--- src/rtl/core/pressure_temp_compensation_assert.svh ---
// ---------------------------------------------------------------------------
// Assertion macros for the pressure/temperature compensation block
// Shared property forms: same-cycle and next-cycle implication, both
// disabled while the asynchronous reset is asserted.
// ---------------------------------------------------------------------------
`ifndef PRESSURE_TEMP_COMPENSATION_ASSERT_SVH
`define PRESSURE_TEMP_COMPENSATION_ASSERT_SVH

// ante holds at an edge -> cons holds at the same edge
`define PTC_ASSERT_IMPLY(lbl, ck, rn, ante, cons) \
	lbl: assert property (@(posedge ck) disable iff (!rn) (ante) |-> (cons)) \
		else $error("ptc: same-cycle check failed");

// ante holds at an edge -> cons holds at the next edge
`define PTC_ASSERT_NEXT(lbl, ck, rn, ante, cons) \
	lbl: assert property (@(posedge ck) disable iff (!rn) (ante) |=> (cons)) \
		else $error("ptc: next-cycle check failed");

`endif

--- src/rtl/core/ptc_pkg.sv ---
// ---------------------------------------------------------------------------
// ptc_pkg
// Types, widths and constants of the pressure/temperature compensation
// datapath.
// ---------------------------------------------------------------------------
package ptc_pkg;

	// Port field widths
	localparam int RAW_W      = 24;
	localparam int CAL_W      = 16;
	localparam int POFS_W     = 18;
	localparam int TEMP_W     = 20;
	localparam int PRESS_W    = 32;
	localparam int CFG_IDX_W  = 4;
	localparam int CFG_DATA_W = 18;

	// Internal widths, sized from the value ranges of each term
	localparam int DT_W       = 26;
	localparam int CPROD_W    = CAL_W + 1 + DT_W;
	localparam int DSQ_W      = 49;
	localparam int SENS_W     = 40;
	localparam int OFF_W      = 44;
	localparam int TQ_W       = 20;
	localparam int TI_W       = 18;
	localparam int SQ_W       = 38;
	localparam int CORR_W     = 42;
	localparam int PROD_SPLIT = 20;
	localparam int PLO_W      = RAW_W + PROD_SPLIT;
	localparam int PHI_W      = RAW_W + 1 + SENS_W - PROD_SPLIT;
	localparam int PROD_W     = 64;
	localparam int A_W        = 44;
	localparam int B_W        = 46;
	localparam int MAG_W      = 30;
	localparam int RECIP_W    = 31;

	// Scaling shifts
	localparam int SENS_SH_2B   = 7;
	localparam int SENS_SH_30B  = 8;
	localparam int OFF_SH_2B    = 6;
	localparam int OFF_SH_30B   = 7;
	localparam int TEMP_SH      = 23;
	localparam int TI_SH_2B     = 35;
	localparam int TI_SH_LO     = 33;
	localparam int TI_SH_HI     = 36;
	localparam int PROD_SH      = 21;
	localparam int OUT_SH_2B    = 15;
	localparam int OUT_SH_30B   = 13;

	// Final decimal divide: reciprocal, its shift and the divisor
	localparam logic [RECIP_W-1:0] RECIP_2B  = 31'd1374389534;
	localparam logic [RECIP_W-1:0] RECIP_30B = 31'd1717986918;
	localparam int RECIP_SH_2B  = 37;
	localparam int RECIP_SH_30B = 34;
	localparam int DIV_2B       = 100;
	localparam int DIV_30B      = 10;

	// Temperature bands
	localparam logic signed [TEMP_W-1:0] TEMP_REF    = TEMP_W'(2000);
	localparam logic signed [TQ_W-1:0]   TQ_VLOW     = TQ_W'(-3500);
	localparam logic signed [TQ_W-1:0]   TQ_VLOW_OFS = TQ_W'(3500);

	localparam logic MODEL_2BAR = 1'b1;

	typedef enum logic [CFG_IDX_W-1:0] {
		REG_MODEL_SELECT    = 4'd0,
		REG_SENS_BASE       = 4'd1,
		REG_OFF_BASE        = 4'd2,
		REG_SENS_TEMP_COEF  = 4'd3,
		REG_OFF_TEMP_COEF   = 4'd4,
		REG_REF_TEMP        = 4'd5,
		REG_TEMP_COEF       = 4'd6,
		REG_PRESSURE_OFFSET = 4'd7
	} ptc_reg_t;

	typedef struct packed {
		logic [RAW_W-1:0] raw_pressure;
		logic [RAW_W-1:0] raw_temperature;
	} ptc_in_t;

	typedef struct packed {
		logic signed [TEMP_W-1:0]  temperature;
		logic signed [PRESS_W-1:0] pressure;
	} ptc_out_t;

	typedef struct packed {
		logic                      model_select;
		logic [CAL_W-1:0]          sens_base;
		logic [CAL_W-1:0]          off_base;
		logic [CAL_W-1:0]          sens_temp_coef;
		logic [CAL_W-1:0]          off_temp_coef;
		logic [CAL_W-1:0]          ref_temp;
		logic [CAL_W-1:0]          temp_coef;
		logic signed [POFS_W-1:0]  pressure_offset;
	} ptc_cfg_t;

	// Beat handed from the compensation stages to the pressure stages
	typedef struct packed {
		logic                      valid;
		logic [RAW_W-1:0]          raw_pressure;
		logic signed [SENS_W-1:0]  sens;
		logic signed [OFF_W-1:0]   off;
		logic signed [TEMP_W-1:0]  temperature;
	} ptc_comp_t;

endpackage

--- src/rtl/core/ptc_press_stage.sv ---
// ---------------------------------------------------------------------------
// ptc_press_stage
// Eight-stage back end: split pressure product, scale, subtract offset,
// decimal divide by reciprocal with one correction step, final offset (30 bar model only).
// ---------------------------------------------------------------------------
`include "pressure_temp_compensation_assert.svh"

module ptc_press_stage (
	input  logic                clk,
	input  logic                arst_n,
	input  ptc_pkg::ptc_comp_t  comp,
	input  ptc_pkg::ptc_cfg_t   cfg,
	output logic                done,
	output ptc_pkg::ptc_out_t   result
);
	import ptc_pkg::*;

	logic v_s7, v_s8, v_s9, v_s10, v_s11, v_s12, v_s13, done_s14;
	logic m_s7, m_s8, m_s9, m_s10, m_s11, m_s12, m_s13;
	logic signed [TEMP_W-1:0] temp_s7, temp_s8, temp_s9, temp_s10, temp_s11, temp_s12, temp_s13;
	logic signed [OFF_W-1:0]  off_s7, off_s8, off_s9;

	// Stage 7
	logic [PROD_SPLIT-1:0]               sens_lo;
	logic signed [SENS_W-PROD_SPLIT-1:0] sens_hi;
	logic [PLO_W-1:0]                    plo_s7;
	logic signed [PHI_W-1:0]             phi_s7;

	// Stages 8 to 10
	logic signed [PROD_W-1:0] prod_s8;
	logic signed [A_W-1:0]    a_s9;
	logic signed [B_W-1:0]    b_s10;

	// Stages 11 to 14
	logic [B_W-1:0]             absb;
	logic [MAG_W-1:0]           mag_s11, mag_s12;
	logic                       neg_s11, neg_s12, neg_s13;
	logic [RECIP_W-1:0]         recip;
	logic [MAG_W+RECIP_W-1:0]   rmul;
	logic [MAG_W-1:0]           q_est_s12, qd, rem, divisor, q_s13;
	logic [PRESS_W-1:0]         pval;
	ptc_out_t                   result_s14;

	assign sens_lo = comp.sens[PROD_SPLIT-1:0];
	assign sens_hi = $signed(comp.sens[SENS_W-1:PROD_SPLIT]);

	assign absb  = b_s10[B_W-1] ? -b_s10 : b_s10;
	assign recip = m_s11 ? RECIP_2B : RECIP_30B;
	assign rmul  = mag_s11 * recip;

	assign divisor = m_s12 ? MAG_W'(DIV_2B) : MAG_W'(DIV_30B);
	assign qd      = m_s12 ? q_est_s12 * MAG_W'(DIV_2B) : q_est_s12 * MAG_W'(DIV_30B);
	assign rem     = mag_s12 - qd;

	always_comb begin
		pval = neg_s13 ? -PRESS_W'(q_s13) : PRESS_W'(q_s13);
		if (!m_s13)
			pval = pval + PRESS_W'(cfg.pressure_offset);
	end

	always_ff @(posedge clk or negedge arst_n) begin
		if (!arst_n) begin
			v_s7     <= 1'b0;
			v_s8     <= 1'b0;
			v_s9     <= 1'b0;
			v_s10    <= 1'b0;
			v_s11    <= 1'b0;
			v_s12    <= 1'b0;
			v_s13    <= 1'b0;
			done_s14 <= 1'b0;
		end else begin
			v_s7     <= comp.valid;
			v_s8     <= v_s7;
			v_s9     <= v_s8;
			v_s10    <= v_s9;
			v_s11    <= v_s10;
			v_s12    <= v_s11;
			v_s13    <= v_s12;
			done_s14 <= v_s13;
		end
	end

	always_ff @(posedge clk) begin
		m_s7    <= (cfg.model_select == MODEL_2BAR);
		temp_s7 <= comp.temperature;
		off_s7  <= comp.off;
		plo_s7  <= comp.raw_pressure * sens_lo;
		phi_s7  <= $signed({1'b0, comp.raw_pressure}) * sens_hi;

		m_s8    <= m_s7;
		temp_s8 <= temp_s7;
		off_s8  <= off_s7;
		prod_s8 <= (PROD_W'(phi_s7) <<< PROD_SPLIT) + PROD_W'(plo_s7);

		m_s9    <= m_s8;
		temp_s9 <= temp_s8;
		off_s9  <= off_s8;
		a_s9    <= A_W'((prod_s8 + (prod_s8[PROD_W-1] ? PROD_W'((1 << PROD_SH) - 1)
			: PROD_W'(0))) >>> PROD_SH);

		m_s10    <= m_s9;
		temp_s10 <= temp_s9;
		b_s10    <= B_W'(a_s9) - B_W'(off_s9);

		// Work on the magnitude: a floor of |b| is a truncation of b
		m_s11    <= m_s10;
		temp_s11 <= temp_s10;
		neg_s11  <= b_s10[B_W-1];
		mag_s11  <= m_s10 ? MAG_W'(absb >> OUT_SH_2B) : MAG_W'(absb >> OUT_SH_30B);

		m_s12     <= m_s11;
		temp_s12  <= temp_s11;
		neg_s12   <= neg_s11;
		mag_s12   <= mag_s11;
		q_est_s12 <= m_s11 ? MAG_W'(rmul >> RECIP_SH_2B) : MAG_W'(rmul >> RECIP_SH_30B);

		// The estimate is low by at most one
		m_s13    <= m_s12;
		temp_s13 <= temp_s12;
		neg_s13  <= neg_s12;
		q_s13    <= (rem >= divisor) ? q_est_s12 + 1'b1 : q_est_s12;

		result_s14.temperature <= temp_s13;
		result_s14.pressure    <= pval;
	end

	assign done   = done_s14;
	assign result = result_s14;

	`PTC_ASSERT_IMPLY(a_press_latency, clk, arst_n, done_s14, $past(v_s7, 7))
	`PTC_ASSERT_IMPLY(a_recip_bound, clk, arst_n, v_s12,
		(qd <= mag_s12) && ((mag_s12 - qd) < (divisor << 1)))
	`PTC_ASSERT_NEXT(a_recip_fix, clk, arst_n, v_s12,
		(q_s13 == $past(q_est_s12)) || (q_s13 == $past(q_est_s12) + 1'b1))

endmodule

--- config.mk ---
export PLATFORM = sky130hd
export DESIGN_NAME = ptc_press_stage
export DESIGN_NICKNAME = d
export VERILOG_FILES = /design/src/rtl/core/ptc_pkg.sv /design/src/rtl/core/ptc_press_stage.sv
export VERILOG_INCLUDE_DIRS = /design/src /design/src/rtl/core
export SDC_FILE = /design/constraint.sdc
export NUM_CORES = 2
export LEC_CHECK = 0
export CAP_MARGIN = 20
export CORE_ASPECT_RATIO = 1.2
export CORE_MARGIN = 4
export CORE_UTILIZATION = 55
export DETAILED_ROUTE_END_ITERATION = 10
export DONT_BUFFER_PORTS = 1
export PLACE_DENSITY = 0.74
export SLEW_MARGIN = 15
export SYNTH_ARGS = -nofsm -noshare
export SYNTH_HDL_FRONTEND = slang
export SYNTH_SLANG_ARGS = --single-unit
--- constraint.sdc ---
create_clock -name clk -period 27.8 [get_ports clk]
set_input_delay 2.78 -clock clk [delete_from_list [all_inputs] [get_ports clk]]
set_output_delay 2.78 -clock clk [all_outputs]
set_load 0.005 [all_outputs]
==> reports/qor.yml <==
ys_types: 85
cp.arrival_ns: 10.42
rr_startpoint: "m_s11"
synth-simple-area-share_pct: 12.0
synth_edf_count: 0
relSlewSlack_pct: 30.6
cts_resized: 0
routabilityCongestion: 0.955
holdWs_ns: 0.309
skew_ns: 0.0475
tightest_slew_ns: 1.04
run_status: "finished clean"
synth_flop_cell: "dfxtp_1"
overflow: 0
rr_worst_depth: 28
wl_um: 197000
grt.total_usage_pct: 26.6
fin_nets: 10779
syn2layout_area_growth_pct: 4.84
synth.area.top_cells: "fa_1 33%, dfxtp_1 17%, ha_1 15%, inv_1 8.2%, nand2_1 4.4%"
wl_per_cell_um: 19.2
cp.required_ns: 28.35
min_period_ns: 9.88
synth_top_family_by_area: "adder cells"
ys_ff_latch: 697
numCtsBuffers: 66
drt_iter0_drc: 3411
clkLatencyLatePin_ns: 0.66
first_pass_iters: 6
num_rows: 152
cp_max_fo: 51
clock_sinks: 697
avgSynthCellArea_um2: 9.40
wl_met2_um: 101000
drive_above_1_share_pct: 2.31
yosys.area.top_type: "fa_1"
rrSetupSlack_ns: 17.92
wl_met1_um: 72800
grt_max_degree: 77
die-area_um2: 151000
nFillCells: 12450
ctsLongestPathBuffers: 3
die_w_um: 355
tritoncts: "built"
core_area_um2: 143000
hold_start: "off_s8[4]"
rsz0062_at_grt: "false"
grt_antenna_before_repair: 6
max_stage_delay_ns: 0.60
yosysSeqAreaShare_pct: 17.6
synth-compound-area-share_pct: 8.63
slew_viol_final: 0
worstReg2RegEnd: "q_est_s12[12]"
yosysWarnings: 0
synthMuxAreaShare_pct: 0.550
clkSlewWorstSetupHoldPaths_ns: 0.06
via_per_inst: 5.51
dr.max_layer_used: "met4"
fin_util_pct: 58.1
worstHoldPathCells: 0
start_util_pct: 55.4
cp-end-kind: "flip-flop"
io_pins: 299
ant_nets: 0
critPathKind: "reg2reg"
hold_path_end: "off_s9[4]"
critPathMostFrequentCell: "fa_1"
cap_violations: 0
drc: 0
synth_top_area_share_pct: 32.7
final_common_cell: "inv_1"
grt_pass1_wl_um: 318000
die_h_um: 424
synthArstFlopShare_pct: 1.15
layout_common_cells: "1744 x inv_1, 1297 x fa_1, 934 x ha_1, 927 x nand2_1, 685 x dfxtp_1"
dpl.hpwl_um: 160000
hold_violations: 0
synthXorXnorAreaFrac_pct: 4.21
postCtsHoldBufs: 0
clockRootBuffer: "clkbuf_16"
period_share_pct: 35.5
final.setup.tns_ns: 0
routed-wl-met3_um: 13000
htree_levels: 3
synthAdderAreaFrac_pct: 47.4
vias: 56603
setup_viol: 0
post_cts_buffers: 0
grt_pass1_vias: 60941
port-buffer-count: 0
max_freq_mhz: 101
netlist_area_um2: 79500
syn_inst: 8455
critPathSlowestCell: "buf_4"
hold_path_class: "reg2reg"
crit_path_start_kind: "flip-flop"
## how the worst max path moves through the flow
stage	startpoint	to	slack (ns)
after global routing	m_s11	q_est_s12[12]	17.54
after CTS	m_s11	q_est_s12[12]	17.98
after detailed placement	comp[66]	plo_s7[36]	17.53
after global placement	comp[66]	plo_s7[36]	17.54
final	m_s11	q_est_s12[12]	17.92
after floorplan	comp[115]	plo_s7[40]	18.58
## final cells by class
cell class / instances / area [um2] / area share, %
antenna: 3 / 7.51 / 0.00901
clock buffer: 87 / 1800 / 2.16
clock inverter: 33 / 403 / 0.484
inverter: 1747 / 6560 / 7.87
multi-input combinational: 5771 / 58000 / 69.6
sequential: 697 / 14000 / 16.8
tap: 1925 / 2410 / 2.89
timing repair buffer: 19 / 143 / 0.171
## metrics by stage
stage,std cells,cell area [um2],setup WS [ns]
2_1_floorplan,8490,79600,18.58
3_3_place_gp,10159,81100,17.54
3_5_place_dp,10159,81100,17.53
4_1_cts,10279,83300,17.98
5_1_grt,10279,83300,17.54
6_report,10282,83300,17.92
## metal layers
layer / global-route usage, % / vias up
met3: 4.51 / 548
met2: 47.9 / 1920
met5: 0 / -
met4: 12.7 / 0
met1: 30.7 / 28020
li1: - / 26115
## flip-flops by register name, summed over array words and instances (netlist names), 20 cells and up
register / flops
a_s9: 43
temp_s9: 20
off_s7: 44
temp_s13: 20
q_s13: 28
result: 52
temp_s11: 20
temp_s10: 20
b_s10: 45
temp_s7: 20
phi_s7: 44
mag_s11: 30
mag_s12: 30
off_s8: 44
prod_s8: 64
off_s9: 44
temp_s8: 20
plo_s7: 44
temp_s12: 20
q_est_s12: 27
## cells by family after synthesis
group                      count (synthesis)
other                                      2
muxes                                     41
AOI/OAI and AO/OA                       1075
xor gates and xnor gates                 382
DFF                                      697
and+or+nand+nor                         2005
buffers and inverters                   2022
adders and majority gates               2231
## cell usage after synthesis (all sizes together) (15+ instances only)
cell and instances:
a211oi 62, a21boi 16, a21o 154, a21oi 311, a311oi 15, a31oi 34, and2 334, and3 52
clkbuf 262, dfxtp 689, fa 1297, ha 934, inv 1746, mux2 21, mux2i 20, nand2 927
nand2b 69, nand3 78, nand4 40, nor2 251, nor2b 51, nor3 62, nor4 27, o211ai 18
o21a 38, o21ai 238, o21bai 49, o31ai 21, or2 27, or3 28, or4 15, xnor2 263
xor2 119
## worst max-delay path, delay by kind of cell (launching register included)
family	cells	cell delay, ns
AO/OA/AOI/OAI	3	0.83
XOR/XNOR	1	0.10
adder cells (fa/ha/maj)	9	4.53
buffers and inverters	7	1.37
flip-flops	1	0.55
multiplexers	1	0.27
AND/OR/NAND/NOR	7	2.05
Power is left out: the tool's default activity adds up to more than one toggle a clock period on the data nets, which glitch-free logic cannot reach.
